--- src/hdl/lcet_pkg.sv ---
package lcet_pkg;

  localparam int DVD_W     = 84;
  localparam int DIV_STEPS = DVD_W / 2;
  localparam int CNT_W     = $clog2(DIV_STEPS);

  localparam logic [63:0] EPOCH_1970_100NS = 64'h019D_B1DE_D53E_8000;
  localparam logic [31:0] K_MS             = 32'd1000;
  localparam logic [31:0] K_US             = 32'd1000000;
  localparam logic [31:0] DIV_WALL         = 32'd10;
  localparam logic [31:0] DIV_ADJ          = 32'd1000;

  localparam logic [31:0] FREQ_RESET  = 32'd10000000;
  localparam logic [15:0] LIMIT_RESET = 16'd100;

  localparam logic [7:0] REG_COUNTER_FREQ  = 8'd0;
  localparam logic [7:0] REG_LEAP_LIMIT_MS = 8'd1;

  localparam logic REQ_RESTART = 1'b0;
  localparam logic REQ_READ    = 1'b1;

  typedef struct packed {
    logic [31:0] freq;
    logic [15:0] limit;
  } cfg_t;

  typedef enum logic [3:0] {
    ST_IDLE,
    ST_NT,
    ST_MAG,
    ST_MUL0,
    ST_MUL1,
    ST_DIV,
    ST_WAIT,
    ST_OFF,
    ST_STEP,
    ST_APPLY,
    ST_OUT
  } state_t;

  typedef enum logic [2:0] {
    PH_WALL,
    PH_CHECK,
    PH_ADJ,
    PH_MS,
    PH_US
  } phase_t;

endpackage

--- src/hdl/lcet_cfg.sv ---
module lcet_cfg
  import lcet_pkg::*;
(
  input  logic        clk,
  input  logic        rst,
  input  logic        cfg_valid,
  output logic        cfg_ready,
  input  logic [7:0]  cfg_index,
  input  logic [31:0] cfg_data,
  output cfg_t        cfg
);

  logic [31:0] counter_freq;
  logic [15:0] leap_limit_ms;

  assign cfg_ready = !rst;

  always_ff @(posedge clk) begin
    if (rst) begin
      counter_freq  <= FREQ_RESET;
      leap_limit_ms <= LIMIT_RESET;
    end else if (cfg_valid && cfg_ready) begin
      unique case (cfg_index)
        REG_COUNTER_FREQ:  counter_freq  <= cfg_data;
        REG_LEAP_LIMIT_MS: leap_limit_ms <= cfg_data[15:0];
        default: ;
      endcase
    end
  end

  // zero frequency behaves as one
  assign cfg.freq  = (counter_freq == 32'd0) ? 32'd1 : counter_freq;
  assign cfg.limit = leap_limit_ms;

endmodule

--- config.mk ---
export PLATFORM = sky130hd
export DESIGN_NAME = lcet_cfg
export DESIGN_NICKNAME = d
export VERILOG_FILES = /design/src/hdl/lcet_pkg.sv /design/src/hdl/lcet_cfg.sv
export SDC_FILE = /design/constraint.sdc
export NUM_CORES = 1
export LEC_CHECK = 0
export BUFFER_PORTS_ARGS = -buffer_cell sky130_fd_sc_hd__buf_4
export CAP_MARGIN = 20
export CORE_MARGIN = 2
export CORE_UTILIZATION = 30
export CTS_BUF_LIST = sky130_fd_sc_hd__clkbuf_8
export CTS_CLUSTER_DIAMETER = 150
export DETAILED_ROUTE_END_ITERATION = 10
export PLACE_DENSITY = 0.56
export SYNTH_ARGS = -nofsm -noshare
export SYNTH_HDL_FRONTEND = slang
export SYNTH_SLANG_ARGS = --single-unit
--- constraint.sdc ---
create_clock -name clk -period 1.9 [get_ports clk]
set_clock_uncertainty 0.2 [all_clocks]
set_input_delay 0.38 -clock clk [delete_from_list [all_inputs] [get_ports clk]]
set_output_delay 0.38 -clock clk [all_outputs]
set_load 0.01 [all_outputs]
# After elaboration in Yosys (flattened, before gate mapping)
# Index checks and enable logic that the tools add are counted.
[op_classes] n_eq_ne=1 n_mux=1 reduce_logical=6
[op_table] cell="logical NOT 32 bit" count=1
[op_table] cell="two-way mux 32 bit" count=1
[op_table] cell="== test 8 x 1 -> 1 bit, second input constant" count=1
[op_table] cell="logical NOT 8 bit" count=1
[op_table] cell="AND reduction 2 bit" count=2
[op_table] cell="logical AND 1 bit" count=1
[op_table] cell="logical NOT 1 bit" count=1
[totals] ff_bits=48 inputBits=43 elab_cells=10

# Depth between registers and ports, before layout
[depth] ltp_word=3 depth_mapped=6 depth_no_buf=3

# Least setup slack after synthesis
# No wires, ideal clock.
[synth_timing] path_type="input to register" start="in cfg_index[1]" end="reg leap_limit_ms[10]" setup_ns=0.087 arrival_time_ns=1.821 required_ns=1.613 slack_ns=-0.208 cell_stages=5 path_buffers=2 cell_sequence="or4_4 or4_4 buf_6 buf_6 o31ai_1"
[synth_via] elab_chain_len=2
[synth_lines] item="start, declared" line="lcet_cfg.sv:8" source="input logic [7:0] cfg_index,"
[synth_lines] item="== test 8 x 1 -> 1 bit" line="lcet_cfg.sv:23" source="unique case (cfg_index)"
[synth_lines] item="AND reduction 2 bit (no source line)"
[synth_lines] item="end signal, assigned" line="lcet_cfg.sv:25" source="REG_LEAP_LIMIT_MS: leap_limit_ms <= cfg_data[15:0];"
[synth_lines] item="end, declared" line="lcet_cfg.sv:14" source="logic [15:0] leap_limit_ms;"
# No other way between the ends.
# A chain may end at the register's enable or synchronous reset.

==> results.toml <==
[sta]
fmax_mhz = 486
worstMarginPinSlew_ps = 449
hold_viol_final = 0
period_share_pct = 108
rsz0062_at_grt = "yes"
min_period_ps = 2060
slew_viol_final = 0
setup_viol = 1
setup_ws_ps = -156
relSlewSlack_pct = 70.1

[grt]
grt_pass1_vias = 1951
track_usage_pct = 16.6
grt_max_degree = 39
overflow = 0
antenna_found_initial = 0
grt_pass1_wl_um = 10100

[yosys]
syn_area_per_cell_um2 = 8.31
synth_common_cells = "clkbuf_1 (54), dfxtp_1 (48), o21ai_1 (32)"
yosys.area.top_type = "dfxtp_1"
synth_area_leaders = "dfxtp_1 (45%), o311ai_0 (11%), clkbuf_1 (9.5%), o21ai_1 (7.5%), mux2i_1 (5.2%)"
syn_area_mm2 = 0.00213
synth_fp_nets = 299
netlist_instances = 256
ys_seq_elements = 48
ys_types = 19
synth_top_area_share_pct = 45.2
dominantRegCellSynth = "dfxtp_1"
synth-seq-area-share_pct = 45.2
synth_edf_count = 0
synth_most_common_cell = "clkbuf_1"
synthArstFlopShare_pct = 0
synth-warning-count = 0

[floorplan]
fp-row-count = 30
start_util_pct = 31.1
die_area_mm2 = 0.00778
fp.dieW_um = 88.2
coreArea_mm2 = 0.00683
die_h_um = 88.2
num_io_pins = 92

[routing]
via_per_inst = 5.12
vias = 2084
post_drt_wl_per_cell_um = 16.2
post-route-drc-count = 0
wirelength_um = 6580
ant_nets = 0
drt-initial-drc-count = 66
drtPass1Iterations = 4

[min_path]
whs_path_depth = 3
holdCritPathClass = "input pin to flip-flop"

[place]
dp_cells = 396
dpl.hpwl_um = 4350
dpl_cell_area_mm2 = 0.00278
place_congestion = 0.760
io_buffers = 91

[finish]
drive_above_1_share_pct = 43.7
stdcell_count = 407
final_nets = 354
final_core_util_pct = 45.0
area_growth_pct = 44.6
design_area_mm2 = 0.00308
antenna-diode-count = 0

[clock_network]
hold_buffers = 0
numCtsBuffers = 5
clk_transition_reported_paths_ps = 90
cts.sinks = 48
clkLatencyLatePin_ps = 300
clock_path_buffers = 2
cts_htree_levels = 2
cts_tree = "built"
cts_root_buf = "clkbuf_8"

[power]
power_density_mw_per_mm2 = 569
power.static_leakage_uw = 0.00132
power.total_uw = 1750
vdd_drop_max_mv = 0.234

[setup_path]
cp_max_fo = 2
required_ps = 1320
startpoint_type = "flip-flop"
reg2reg_depth = 2
cp.arrival_ps = 1480
worstSetupPathType = "flip-flop to output pin"
cp-end-kind = "output pin"

[outcome]
violations = "setup timing"
status = "finished, violations left"

[flow_run]
drv_cap = 0
==> area by class of cell <==
type / count / area [um2]
timing repair buffer: 104 / 835
sequential: 48 / 970
inverter: 15 / 56.3
fill: 722 / 3750
tap: 96 / 120
multi-input combinational: 137 / 1020
clock buffer: 5 / 68.8
clock inverter: 2 / 8.76
==> state kept, by name, summed over array words and instances (netlist names) <==
signal,cells
counter_freq,32
leap_limit_ms,16
==> metrics by stage <==
| stage | setup WS, ps | TNS, ps | hold WS (ps) |
|---|---|---|---|
| global route | -192 | -248 | 111 |
| global placement | -300 | -11800 | 268 |
| floorplan | -208 | -5330 | 257 |
| finish | -156 | -156 | 109 |
| CTS | -103 | -268 | 107 |
| detailed placement | -358 | -12770 | 280 |
==> placed cells by master (no fill, tap or decap), types with 5 or more instances in the layout <==
master / Yosys / routed
mux2i_1: 11 / 11
nand2_1: 19 / 19
dfxtp_2: 0 / 7
clkbuf_8: 0 / 5
inv_1: 14 / 15
o311ai_0: 27 / 17
dfxtp_1: 48 / 41
buf_4: 0 / 98
o21ai_1: 32 / 31
o311ai_1: 10 / 18
nor2_1: 16 / 16
==> cells by family after synthesis <==
group / after synthesis / synth area share (%)
AOI/OAI and AO/OA: 75 / 24.9
buffers and inverters: 72 / 13.5
and+or+nand+nor: 50 / 11.3
DFF: 48 / 45.2
muxes: 11 / 5.18
==> worst max-delay path, cell delays in order (launching register included) <==
cell and delay [ps]:
dfxtp_2 340, nor4_4 280, nand4_1 210, o21bai_1 200, buf_4 140
==> worst paths after layout <==
check	endpoint	slack, ps	start
worst min-delay path	counter_freq[19]$_SDFFE_PP1P_	110	cfg_data[19]
worst max-delay path	cfg[16]	-160	counter_freq[22]$_SDFFE_PP0P_
worst min register to register	leap_limit_ms[3]$_SDFFE_PP0P_	280	leap_limit_ms[3]$_SDFFE_PP0P_
worst max register to register	counter_freq[13]$_SDFFE_PP0P_	940	counter_freq[13]$_SDFFE_PP0P_
==> power breakdown <==
group | internal, uW | total (uW) | switching (uW)
sequential | 1010 | 1010 | 0.823
clock | 245 | 571 | 325
combinational | 79.8 | 173 | 92.7
total | 1330 | 1750 | 419
==> per-layer routing <==
layer / global-route usage, % / vias up / routed length (um)
met5: 0 / - / 0
met4: 5.37 / 0 / 91
met3: 4.05 / 10 / 439
met2: 26.7 / 69 / 3120
met1: 21.8 / 990 / 2930
li1: - / 1015 / -
==> repair_timing <==
item / in CTS / in global routing
buffers inserted: 1 / 1
pin swaps: 5 / 8
gates cloned: 1 / 1
endpoints found under the setup margin: 4 / 44
resized for setup: 11 / 35
(Power assumes the default switching activity.)
