==> config.mk <==
export PLATFORM = sky130hd
export DESIGN_NAME = lcet_div
export DESIGN_NICKNAME = d
export VERILOG_FILES = /design/src/hdl/lcet_pkg.sv /design/src/hdl/lcet_div.sv
export SDC_FILE = /design/constraint.sdc
export NUM_CORES = 1
export LEC_CHECK = 0
export BUFFER_PORTS_ARGS = -buffer_cell sky130_fd_sc_hd__buf_2
export CAP_MARGIN = 40
export CORE_MARGIN = 10
export CORE_UTILIZATION = 51
export CTS_CLUSTER_DIAMETER = 50
export DETAILED_ROUTE_END_ITERATION = 10
export PLACE_DENSITY = 0.78
export RECOVER_POWER = 25
export SLEW_MARGIN = 20
export SYNTH_ARGS = -nofsm -noshare
export SYNTH_HDL_FRONTEND = slang
export SYNTH_SLANG_ARGS = --single-unit
==> constraint.sdc <==
create_clock -name clk -period 4.8 [get_ports clk]
set_input_delay 0.96 -clock clk [delete_from_list [all_inputs] [get_ports clk]]
set_output_delay 0.96 -clock clk [all_outputs]
set_load 0.005 [all_outputs]
==> src/hdl/lcet_pkg.sv <==
package lcet_pkg;

  localparam int DVD_W     = 84;
  localparam int DIV_STEPS = DVD_W / 2;
  localparam int CNT_W     = $clog2(DIV_STEPS);

  localparam logic [63:0] EPOCH_1970_100NS = 64'h019D_B1DE_D53E_8000;
  localparam logic [31:0] K_MS             = 32'd1000;
  localparam logic [31:0] K_US             = 32'd1000000;
  localparam logic [31:0] DIV_WALL         = 32'd10;
  localparam logic [31:0] DIV_ADJ          = 32'd1000;

  localparam logic [31:0] FREQ_RESET  = 32'd10000000;
  localparam logic [15:0] LIMIT_RESET = 16'd100;

  localparam logic [7:0] REG_COUNTER_FREQ  = 8'd0;
  localparam logic [7:0] REG_LEAP_LIMIT_MS = 8'd1;

  localparam logic REQ_RESTART = 1'b0;
  localparam logic REQ_READ    = 1'b1;

  typedef struct packed {
    logic [31:0] freq;
    logic [15:0] limit;
  } cfg_t;

  typedef enum logic [3:0] {
    ST_IDLE,
    ST_NT,
    ST_MAG,
    ST_MUL0,
    ST_MUL1,
    ST_DIV,
    ST_WAIT,
    ST_OFF,
    ST_STEP,
    ST_APPLY,
    ST_OUT
  } state_t;

  typedef enum logic [2:0] {
    PH_WALL,
    PH_CHECK,
    PH_ADJ,
    PH_MS,
    PH_US
  } phase_t;

endpackage

==> src/hdl/lcet_div.sv <==
module lcet_div
  import lcet_pkg::*;
(
  input  logic             clk,
  input  logic             rst,
  input  logic             start,
  input  logic [DVD_W-1:0] dividend,
  input  logic [31:0]      divisor,
  output logic             done,
  output logic [DVD_W-1:0] quotient
);

  logic             busy;
  logic [CNT_W-1:0] cnt;
  logic [31:0]      rem;
  logic [31:0]      dvs;
  logic [DVD_W-1:0] qr;
  logic [32:0]      t1, t2, r1, r2;
  logic             ge1, ge2;

  // two restoring steps per cycle
  always_comb begin
    t1  = {rem, qr[DVD_W-1]};
    ge1 = t1 >= {1'b0, dvs};
    r1  = ge1 ? (t1 - {1'b0, dvs}) : t1;
    t2  = {r1[31:0], qr[DVD_W-2]};
    ge2 = t2 >= {1'b0, dvs};
    r2  = ge2 ? (t2 - {1'b0, dvs}) : t2;
  end

  always_ff @(posedge clk) begin
    if (rst) begin
      busy <= 1'b0;
      done <= 1'b0;
      cnt  <= '0;
    end else begin
      done <= 1'b0;
      if (start) begin
        busy <= 1'b1;
        cnt  <= CNT_W'(DIV_STEPS - 1);
      end else if (busy) begin
        if (cnt == '0) begin
          busy <= 1'b0;
          done <= 1'b1;
        end else begin
          cnt <= cnt - 1'b1;
        end
      end
    end
  end

  always_ff @(posedge clk) begin
    if (start) begin
      qr  <= dividend;
      rem <= '0;
      dvs <= divisor;
    end else if (busy) begin
      qr  <= {qr[DVD_W-3:0], ge1, ge2};
      rem <= r2[31:0];
    end
  end

  assign quotient = qr;

  a_start_busy: assert property (@(posedge clk) disable iff (rst) start |=> busy)
    else $error("divider did not start");
  a_done_idle: assert property (@(posedge clk) disable iff (rst) done |-> !busy)
    else $error("divider done while busy");
  a_fell_done: assert property (@(posedge clk) disable iff (rst) $fell(busy) |-> done)
    else $error("divider stopped without done");

endmodule

; ---- Word-level counts from Yosys, hierarchy flattened
; Cells that the tools add are included.
[word_totals]
reg_bits = 156
input_bits = 119
[op_classes]
add_sub_neg = 3
order_cmp = 2
eq_ne = 1
mux = 11
n_bitwise = 2
reduce_logical = 6
[op_table]
columns = operator, n
row1 = 84-bit 2-to-1 mux, 2
row2 = 33-bit by 32-bit greater-or-equal comparator with 1-bit output, 2
row3 = 32-bit 2-to-1 mux, 2
row4 = 32-bit subtractor, 2
row5 = 6-bit 2-to-1 mux, 3
row6 = 6-bit zero test, 1
row7 = 6-bit by 1-bit subtractor with 6-bit output (second input constant), 1
row8 = 1-bit 2-to-1 mux, 4
row9 = 2-bit AND reduction, 2
row10 = 3-bit OR reduction, 1
row11 = 2-bit != test (second input constant), 1
row12 = 1-bit inverter, 2
row13 = 2-bit nonzero test, 1
row14 = 2-bit OR reduction, 1

; ---- Logic depth before layout (Yosys ltp)
; Gate-level depths: netlist (run 1).
[depth]
depth_word = 5
depth_mapped = 26
depth_no_buf = 23

; ---- Least setup slack after synthesis (run 1)
; Ideal clock, no wire load.
[synth_path]
kind = register to register
startpoint = register dvs[1]
endpoint = register qr[0], in the netlist quotient[0], data pin
t_arrival_ns = 5.068
required_time_ns = 4.540
path_slack_ns = -0.528
stages_incl_launch_ff = 25
path_buffers = 4
period_less_slack_ns = 5.328
cell_sequence = edfxtp_1 -> inv_1 -> ha_1 -> nor2b_1 -> o31a_1 -> o311a_1 -> o211ai_1 -> nand4b_1 -> a21oi_4 -> nor2_1 -> buf_6 -> mux2_2 -> ha_1 -> buf_2 -> a211oi_1 -> o21ai_0 -> a22oi_1 -> o221ai_1 -> o21ba_2 -> o311ai_0 -> a21oi_1 -> o211ai_2 -> buf_6 -> buf_2 -> mux2_2
[synth_via]
elab_chain_len = 5
[synth_rtl]
columns = item, line
row1 = "start, declared", lcet_div.sv:16  ; logic [31:0] dvs;
row2 = "start signal, assigned", lcet_div.sv:56  ; dvs <= divisor;
row3 = 32-bit subtractor / 33-bit by 32-bit greater-or-equal comparator with 1-bit output (equally long branches), "lcet_div.sv:25, lcet_div.sv:24"
row4 = 32-bit 2-to-1 mux, lcet_div.sv:25  ; r1 = ge1 ? (t1 - {1'b0, dvs}) : t1;
row5 = 33-bit by 32-bit greater-or-equal comparator with 1-bit output (*), lcet_div.sv:27  ; ge2 = t2 >= {1'b0, dvs};
row6 = 84-bit 2-to-1 mux (*), lcet_div.sv:57  ; end else if (busy) begin
row7 = 84-bit 2-to-1 mux (*), lcet_div.sv:53  ; if (start) begin
row8 = "end signal, assigned", lcet_div.sv:54  ; qr <= dividend;
row9 = "end signal, assigned", lcet_div.sv:58  ; qr <= {qr[DVD_W-3:0], ge1, ge2};
row10 = "end, declared", lcet_div.sv:17  ; logic [DVD_W-1:0] qr;
; Every way passes the cells marked *; elsewhere a longest branch is shown, timed or not. The select of a mux whose other input is x is not followed.
; A chain may end at the register's enable or synchronous reset.

; ---- Worst setup path in the final report (run 1)
[layout_path]
startpoint = register dvs[22]
endpoint = register qr[0], in the netlist quotient[0], data pin
; The elaborated chain is that of the path after synthesis.

==> results.json, run 1 <==
{
  "finalInstanceArea_um2": 14900,
  "wl_per_cell_um": 22.1,
  "ys_async_sr_fraction": 0,
  "drt_wl_total_um": 37300,
  "clkPwrFrac": 0.185,
  "grt_start_max_net_pins": 57,
  "r2r-end": "quotient[0]",
  "p_int_w": 0.00461,
  "p_sw_w": 0.00308,
  "syn-num-nets": 1137,
  "post-route-drc-count": 0,
  "placed_area_um2": 13300,
  "overflow": 0,
  "power_frac_seq": 0.225,
  "drtAntennaViolNets": 0,
  "cts-root-buf": "clkbuf_16",
  "cts_buffer_depth": 2,
  "initial_core_util": 0.519,
  "final_cell_mix": "buf_4, buf_2, edfxtp_1",
  "dpl.hpwl_um": 25100,
  "final_cells": 1688,
  "vias_per_cell": 5.94,
  "cts_tree": "done",
  "cts_made_buffers": 17,
  "ys_ff_latch": 156,
  "synth.top_cells.by_area": "edfxtp_1, mux2_2, ha_1",
  "routed-via-count": 10000,
  "cp.arrival_ps": 5540,
  "cts-htree-levels": 4,
  "synth_edf_count": 116,
  "fin_nets": 1596,
  "clk-insertion-delay-late_ps": 440,
  "ys_seq_area_frac": 0.424,
  "required_ps": 5000,
  "hold_viol": 0,
  "synth_area_um2": 10100,
  "hold_path_depth": 2,
  "fin_crit_sh": 1.11,
  "die_area_um2": 25900,
  "combPwrFrac": 0.589,
  "yosysTopAreaCellShare": 0.345,
  "worst_slack_ps": -546,
  "synth_ff_type": "edfxtp_1",
  "track_usage": 0.275,
  "synth.yosys.warnings": 0,
  "die_h_um": 161,
  "rsz0062_at_grt": "yes",
  "layout_commonest_cell": "buf_4",
  "fillCellCount": 1149,
  "drv_slew": 0,
  "hold_class": "reg -> reg",
  "drt_pre_antenna_iters": 6,
  "reg2reg_depth": 26,
  "swShare": 0.400,
  "portBuffers": 203,
  "syn2layout_area_growth_pct": 47.6,
  "drive_gt1_frac": 0.519,
  "avgSynthCellArea_um2": 10.6,
  "finClkSkew_ps": 14.9,
  "synth_cell_types": 71,
  "tightest_slew_ps": 730,
  "cts_sinks": 156,
  "grt_pass1_wl_um": 57100,
  "p_per_area_nw_per_um2": 515,
  "power.leakage_nw": 6.61,
  "core-area_um2": 19500,
  "hold_start": "cnt[1]",
  "ioPinCount": 204,
  "routabilityCongestion": 0.942,
  "syn_inst": 950,
  "violations": "setup timing",
  "fin_crit_ps": 5350,
  "yosysTopAreaCell": "edfxtp_1",
  "irDropWorstVdd_v": 0.000305,
  "drtIter0Drc": 813,
  "hold_end": "cnt[1]",
  "start_kind": "flip-flop",
  "grt_pass1_vias": 10500,
  "r2r_setup_slack_ps": -550,
  "slew_headroom": 0.510,
  "timing.rr.start": "dvs[22]",
  "fmaxAchievable_mhz": 187,
  "maxCapViolations": 0,
  "status": "complete, but fails checks",
  "clk_pin_slew_ps": 80,
  "antenna_found_initial": 3,
  "dp.cells": 1624,
  "worstPathMaxFanout": 6,
  "worstSetupPathType": "reg -> reg",
  "dieWidth_um": 161,
  "setup_viol": 33,
  "rows": 51,
  "end_kind": "flip-flop"
}
==> cells by family after synthesis <==
family	after synthesis	synth area share
buf+inv	97	0.0407
mux	124	0.136
simple gates	214	0.102
compound gates	231	0.160
flops	156	0.424
fa+ha+maj	68	0.0857
xor+xnor	60	0.0520
==> worst max-delay path by stage <==
stage               slack, ps           to         start  depth (start not counted)
finish                   -550  quotient[0]       dvs[22]                         26
CTS                      -450  quotient[0]  quotient[83]                         25
global route             -680      rem[22]  quotient[83]                         24
global placement         -830      rem[28]  quotient[83]                         23
detailed placement       -980      rem[26]  quotient[83]                         25
floorplan                -310  quotient[0]        dvs[1]                         24
==> worst max-delay path, stage by stage, from the launching register on <==
cell and delay (ps):
edfxtp_1 330, inv_1 60, ha_1 290, buf_4 140, nand2_1 60, nand2_1 100
a211o_1 250, a31oi_1 100, nor3_1 360, buf_4 200, a21oi_4 70, buf_4 150
or2_2 320, buf_4 170, o21ai_0 250, ha_1 300, a21oi_1 230, o21a_1 170
a21oi_2 60, nor2_2 210, o21ba_4 190, o311ai_4 100, a21oi_2 200, o211ai_4 190
buf_12 200, buf_16 130, mux2_4 260
==> registers in the layout (all words and copies together) (netlist names) <==
name / count
quotient: 84
dvs: 32
rem: 32
cnt: 6
busy: 1
done: 1
==> cell usage after synthesis (8+ instances only) <==
| cell | count |
|---|---|
| nor2_1 | 75 |
| a21o_1 | 20 |
| a211oi_1 | 28 |
| nor3_1 | 21 |
| edfxtp_1 | 116 |
| o21ai_0 | 39 |
| xor2_1 | 17 |
| and3_1 | 9 |
| o21bai_1 | 8 |
| mux2i_1 | 18 |
| dfxtp_1 | 40 |
| xnor2_1 | 43 |
| buf_2 | 10 |
| a21oi_1 | 60 |
| clkbuf_1 | 22 |
| nand3_1 | 16 |
| mux2_2 | 106 |
| nand4_1 | 12 |
| inv_1 | 54 |
| nand2_1 | 49 |
| ha_1 | 66 |
==> what timing repair did <==
| action | 4_1_cts | 5_1_grt |
|---|---|---|
| setup endpoints to repair | 33 | 33 |
| gates resized for setup | 98 | 59 |
| gates cloned | 4 | 0 |
| buffers inserted | 18 | 13 |
| pin swaps | 60 | 35 |
| hold buffers | 0 | 0 |
==> power by group through the flow <==
stage | sequential (W) | combinational [W] | clock [W]
finish | 0.00173 | 0.00453 | 0.00142
global placement | 0.00175 | 0.00334 | 0
detailed placement | 0.00175 | 0.00342 | 0
floorplan | 0.00175 | 0.00203 | 0
CTS | 0.00173 | 0.00410 | 0.00143
global route | 0.00175 | 0.00477 | 0.00149
==> area by class of cell <==
type	instances	area, µm²	area share
Multi-Input combinational cell	697	6200	0.416
Sequential cell	156	4290	0.287
Timing Repair Buffer	482	3270	0.219
Clock buffer	17	425	0.0285
Tap cell	265	332	0.0222
Inverter	55	206	0.0138
Clock inverter	15	195	0.0131
Antenna cell	1	2.50	0.000168
==> through the flow <==
stage	hold WS, ps	setup WS, ps	total power, W	util	TNS [ps]
after global routing	535	-684	0.00800	0.767	-20920
after floorplan	467	-312	0.00378	-	-6140
after detailed placement	500	-983	0.00517	0.682	-28410
after global placement	498	-831	0.00509	0.681	-24310
final	520	-546	0.00769	0.767	-15160
after CTS	510	-448	0.00726	0.753	-11830
==> routing by layer <==
metal | GRT usage | routed length [µm] | vias to the layer above
li1 | - | - | 4489
met1 | 0.308 | 13700 | 4738
met2 | 0.465 | 18200 | 626
met3 | 0.0933 | 3630 | 178
met4 | 0.119 | 1830 | 4
met5 | 0 | 27 | -
No activity file was read; power rests on OpenSTA's default activity.
==> run 2: changes to the inputs <==
- CORE_UTILIZATION: 51 -> 56
- PLACE_DENSITY: 0.78 -> 0.81
- clock period: 4.8 -> 6.1 ns (I/O delays scaled with it)
==> run 2 against run 1 <==
  * Core utilization shrank 8.2 points
  * The run ends with capacitance limit, slew limit left
  * Die area shrank 7.8%
  * Via count is 15% lower
  * Sequential share of layout area up 6.4 points
  * Routed wire length shrank 20%
  * Critical path type unchanged
==> results.json, run 2 (synthesized netlist as in run 1, its figures left out) <==
{
  "fin_total_pwr_w": 0.00472,
  "p_per_area_nw_per_um2": 386,
  "drt_wl_total_um": 29800,
  "dp.cells": 1362,
  "antenna_found_initial": 6,
  "setup_viol": 0,
  "timing.rr.start": "dvs[1]",
  "syn2layout_area_growth_pct": 20.8,
  "hold_viol": 0,
  "cts_made_buffers": 17,
  "hold_class": "reg -> reg",
  "wl_per_cell_um": 21.3,
  "cts_sinks": 156,
  "portBuffers": 203,
  "initial_core_util": 0.567,
  "drive_gt1_frac": 0.345,
  "fin_crit_sh": 0.948,
  "final_cells": 1402,
  "start_kind": "flip-flop",
  "post-route-util": 0.684,
  "power.leakage_nw": 5.23,
  "fmaxAchievable_mhz": 173,
  "hold_start": "rem[11]",
  "die_h_um": 154,
  "vias_per_cell": 6.07,
  "fin_crit_ps": 5780,
  "finClkSkew_ps": 15.8,
  "routabilityCongestion": 0.931,
  "post-route-drc-count": 0,
  "worstSetupPathType": "reg -> reg",
  "clk_pin_slew_ps": 80,
  "grt_pass1_wl_um": 45900,
  "drtIter0Drc": 552,
  "status": "complete, but fails checks",
  "cts-root-buf": "clkbuf_16",
  "slew_headroom": -0.181,
  "dieWidth_um": 154,
  "cp.arrival_ps": 6140,
  "fin_nets": 1344,
  "multi_input_area_um2": 5480,
  "core-area_um2": 17800,
  "violations": "capacitance limit, slew limit",
  "tns_ps": 0,
  "slowest_stage": "edfxtp_1",
  "cp_cell_sequence": "inv_2 > ha_1 > nor2b_1 > o31a_1 > o311a_1 > o211ai_1 > nand4b_1 > a21oi_4 > nor2_2 > buf_12 > mux2_2 > ha_1 > buf_4 > a21oi_1 > o21ai_0 > a221oi_1 > nand3_1 > a31oi_2 > o21ai_0 > a41oi_1 > xnor2_1 > mux2i_1 > a211oi_1",
  "worstPathMaxFanout": 23,
  "routed-via-count": 8505,
  "irDropWorstVdd_v": 0.000266,
  "clk-insertion-delay-late_ps": 450,
  "drv_slew": 69,
  "maxCapViolations": 3,
  "required_ps": 6460,
  "track_usage": 0.240,
  "grt_start_max_net_pins": 55,
  "dpl.hpwl_um": 22400,
  "crit_family": "compound AO/OA/AOI/OAI gates",
  "final_cell_mix": "buf_2, edfxtp_1, mux2_2",
  "layout_commonest_cell": "buf_2",
  "die_area_um2": 23800,
  "ff_latch_area_um2": 4290,
  "largest_register_ffs": 84,
  "drtAntennaViolNets": 0,
  "tightest_slew_ps": 1770,
  "cts-htree-levels": 4,
  "cts_buffer_depth": 2,
  "rows": 49,
  "slowest_delay_ps": 380,
  "grt_pass1_vias": 8445,
  "r2r_setup_slack_ps": 320,
  "worst-path-buf-inv": 3,
  "drt_pre_antenna_iters": 7,
  "startpoint": "dvs[1]",
  "cts_tree": "done",
  "hold_buffers": 0,
  "overflow": 0,
  "end_kind": "flip-flop",
  "ioPinCount": 204,
  "worst_hold_slack_ps": 513,
  "fillCellCount": 1333
}
-- run 2: cell count changes in the layout (fill, tap and decap cells not counted), sizes merged --
cell      before  now
clkinvlp       1    0
diode          1    3
buf          481  225
clkbuf        18   22
clkinv         8   10
inv           61   60
-- run 2: tightest hold or removal path, stage by stage (launching register included) --
cell and delay (ps):
dfxtp_1 330, nor2_1 90, a211oi_1 50
-- run 2: where the power goes --
group          internal [W]  total [W]  switching [W]  leakage (nW)
registers           0.00129    0.00137      0.0000850          1.49
logic              0.000982    0.00223        0.00125          3.44
clock network      0.000568    0.00112       0.000549         0.304
-- run 2: cell type report --
cell class	count	share of cell area
Antenna cell	3	0.000615
Clock buffer	17	0.0348
Multi-Input combinational cell	697	0.449
Sequential cell	156	0.351
Timing Repair Buffer	230	0.107
Tap cell	229	0.0235
Inverter	55	0.0169
Clock inverter	15	0.0175
-- run 2: per-layer routing --
layer / part of all wire / global-route usage / up-vias / routed length, µm
met4: 0.037 / 0.0994 / 8 / 1110
met2: 0.49 / 0.405 / 399 / 14700
met3: 0.091 / 0.0826 / 87 / 2720
met5: 0.0015 / 0 / - / 44
li1: - / - / 3987 / -
met1: 0.38 / 0.271 / 4024 / 11200
-- run 2: through the flow --
stage | cell area (µm²) | worst slack [ps]
2_1_floorplan | 10100 | 772
3_3_place_gp | 11400 | 390
3_5_place_dp | 11500 | 153
4_1_cts | 12100 | 98.9
5_1_grt | 12200 | -8.09
6_report | 12200 | 318
-- run 2: worst paths after layout --
path / endpoint / cells past startpoint
setup / recovery: rem[28] / 23
hold / removal: rem[11] / 2
setup reg to reg: rem[28] / 23
hold reg to reg: rem[11] / 2
-- run 2: what timing repair did --
action / CTS / global route
buffers inserted: 0 / 4
endpoints found under the hold margin: 0 / 0
gates resized for setup: 0 / 15
endpoints found under the setup margin: 0 / 33
==> run 3: changes to the inputs <==
- CORE_UTILIZATION: 56 -> 51
- PLACE_DENSITY: 0.81 -> 0.9
- clock period: 6.1 -> 5.1 ns (I/O delays scaled with it)
==> run 3 against run 2 <==
  * The flow finishes with violations (setup timing)
  * Routed wire length grew 28%
  * Hold slack gained 4.4 ps
  * Total power grew 45%
  * Die area grew 8.5%
  * Clock skew grew 0.97 ps
  * Worst setup slack lost 790 ps
  * Clock power grew 15%
  * Critical path depth grew 2
  * Global-route usage grew 2.3 points
  * Sequential share of layout area shrank 4.4 points
  * First-iteration DRC count grew 130%
  * Flip-flop and latch count is the same
  * Critical path type unchanged
  * Highest routed layer unchanged
==> results.json, run 3 (synthesized netlist as in run 1, its figures left out) <==
{
  "clk-insertion-delay-late_ps": 450,
  "antenna_found_initial": 5,
  "fin_crit_ps": 5570,
  "vias_per_cell": 6.32,
  "rsz0062_at_grt": "yes",
  "dpl.hpwl_um": 24700,
  "rows": 51,
  "worst_slack_ps": -471,
  "status": "complete, but fails checks",
  "routabilityCongestion": 0.989,
  "worstPathMaxFanout": 6,
  "cts_buffer_depth": 2,
  "grt_pass1_vias": 10000,
  "tightest_slew_ps": 647,
  "hold_buffers": 0,
  "layout_commonest_cell": "buf_2",
  "track_usage": 0.263,
  "post-route-drc-count": 0,
  "cts-htree-levels": 4,
  "p_per_area_nw_per_um2": 490,
  "drive_gt1_frac": 0.469,
  "overflow": 0,
  "hold_viol": 0,
  "initial_core_util": 0.519,
  "fmaxAchievable_mhz": 179,
  "dieWidth_um": 161,
  "die_area_um2": 25900,
  "slew_headroom": 0.569,
  "final_cell_mix": "buf_2, buf_4, edfxtp_1",
  "power.leakage_nw": 6.09,
  "preCtsSetupSlack_ps": -360,
  "largest_register_ffs": 84,
  "clk_pin_slew_ps": 80,
  "fin_nets": 1501,
  "start_kind": "flip-flop",
  "irDropWorstVdd_v": 0.000301,
  "core-area_um2": 19500,
  "finClkSkew_ps": 16.8,
  "cts-root-buf": "clkbuf_16",
  "setup_viol": 33,
  "diodes": 0,
  "grt_start_max_net_pins": 101,
  "cts_sinks": 156,
  "violations": "setup timing",
  "worstSetupPathType": "reg -> reg",
  "ioPinCount": 204,
  "cp.arrival_ps": 5860,
  "r2r_setup_slack_ps": -470,
  "drt_pre_antenna_iters": 6,
  "cts_tree": "done",
  "fin_crit_sh": 1.09,
  "portBuffers": 203,
  "multi_input_area_um2": 6020,
  "drtAntennaViolNets": 0,
  "hold_class": "reg -> reg",
  "syn2layout_area_growth_pct": 38.0,
  "routed-via-count": 10100,
  "grt_pass1_wl_um": 54400,
  "die_h_um": 161,
  "drtIter0Drc": 1244,
  "maxCapViolations": 0,
  "required_ps": 5390,
  "end_kind": "flip-flop",
  "wl_per_cell_um": 24.0,
  "fillCellCount": 1207,
  "drt_wl_total_um": 38200,
  "cts_made_buffers": 17,
  "ff_latch_area_um2": 4290,
  "drv_slew": 0,
  "fin_total_pwr_w": 0.00684
}
## run 3: stage by stage
stage	hold slack [ps]	utilization	area [µm²]	cells	setup TNS, ps
2_1_floorplan	474	-	10200	950	-12.5
3_3_place_gp	492	0.648	12600	1538	-2950
3_5_place_dp	502	0.648	12600	1538	-9140
4_1_cts	511	0.701	13600	1581	0
5_1_grt	537	0.717	13900	1592	-16850
6_report	517	0.717	13900	1592	-12350
## run 3: report_power, final
part | total, W | internal (W) | switching, W
sequential | 0.00165 | 0.00154 | 0.000108
clock | 0.00129 | 0.000660 | 0.000632
combinational | 0.00390 | 0.00184 | 0.00206
total | 0.00684 | 0.00404 | 0.00280
## run 3: worst max-delay path, cell delays in order, from the launching register on
cell      delay [ps]
edfxtp_1         410
inv_1             80
ha_2             210
inv_2             50
fa_2             410
a21o_1           240
a221oi_2         390
o21ai_2          170
buf_4            170
a211oi_2         210
buf_4            180
o21ai_1          100
xnor2_1          290
o21ai_1          160
ha_1             320
buf_4            110
buf_4            120
nand2_1          140
o221ai_2         200
o21ba_4          190
o311ai_4         280
a21oi_4          130
o211ai_4         240
buf_12           200
mux2i_1          270
a211oi_1         120
## run 3: metal layers
metal	track usage	up-vias	wire, µm
met2	0.442	772	18200
met4	0.145	8	2530
met1	0.280	4712	12800
met5	0	-	48
li1	-	4306	-
met3	0.0997	270	4580
## run 3: area by class of cell
cell class                 instances  share of cell area
clock inverter                    15              0.0121
multi-input combinational        698               0.432
tap                              265              0.0238
clock buffer                      17              0.0305
inverter                          55              0.0148
sequential                       156               0.307
timing repair buffer             386               0.180
## run 3: worst paths after layout
check             depth (start not counted)          from       to
setup / recovery                         25  quotient[83]  rem[11]
hold / removal                            2       rem[12]  rem[12]
setup reg to reg                         25  quotient[83]  rem[11]
hold reg to reg                           2       rem[12]  rem[12]
## run 3: what timing repair did
item,CTS,global route
resized for setup,61,50
pin swaps,16,38
cloned,4,0
setup buffers,7,11
hold endpoints to repair,0,0
endpoints found under the setup margin,33,33
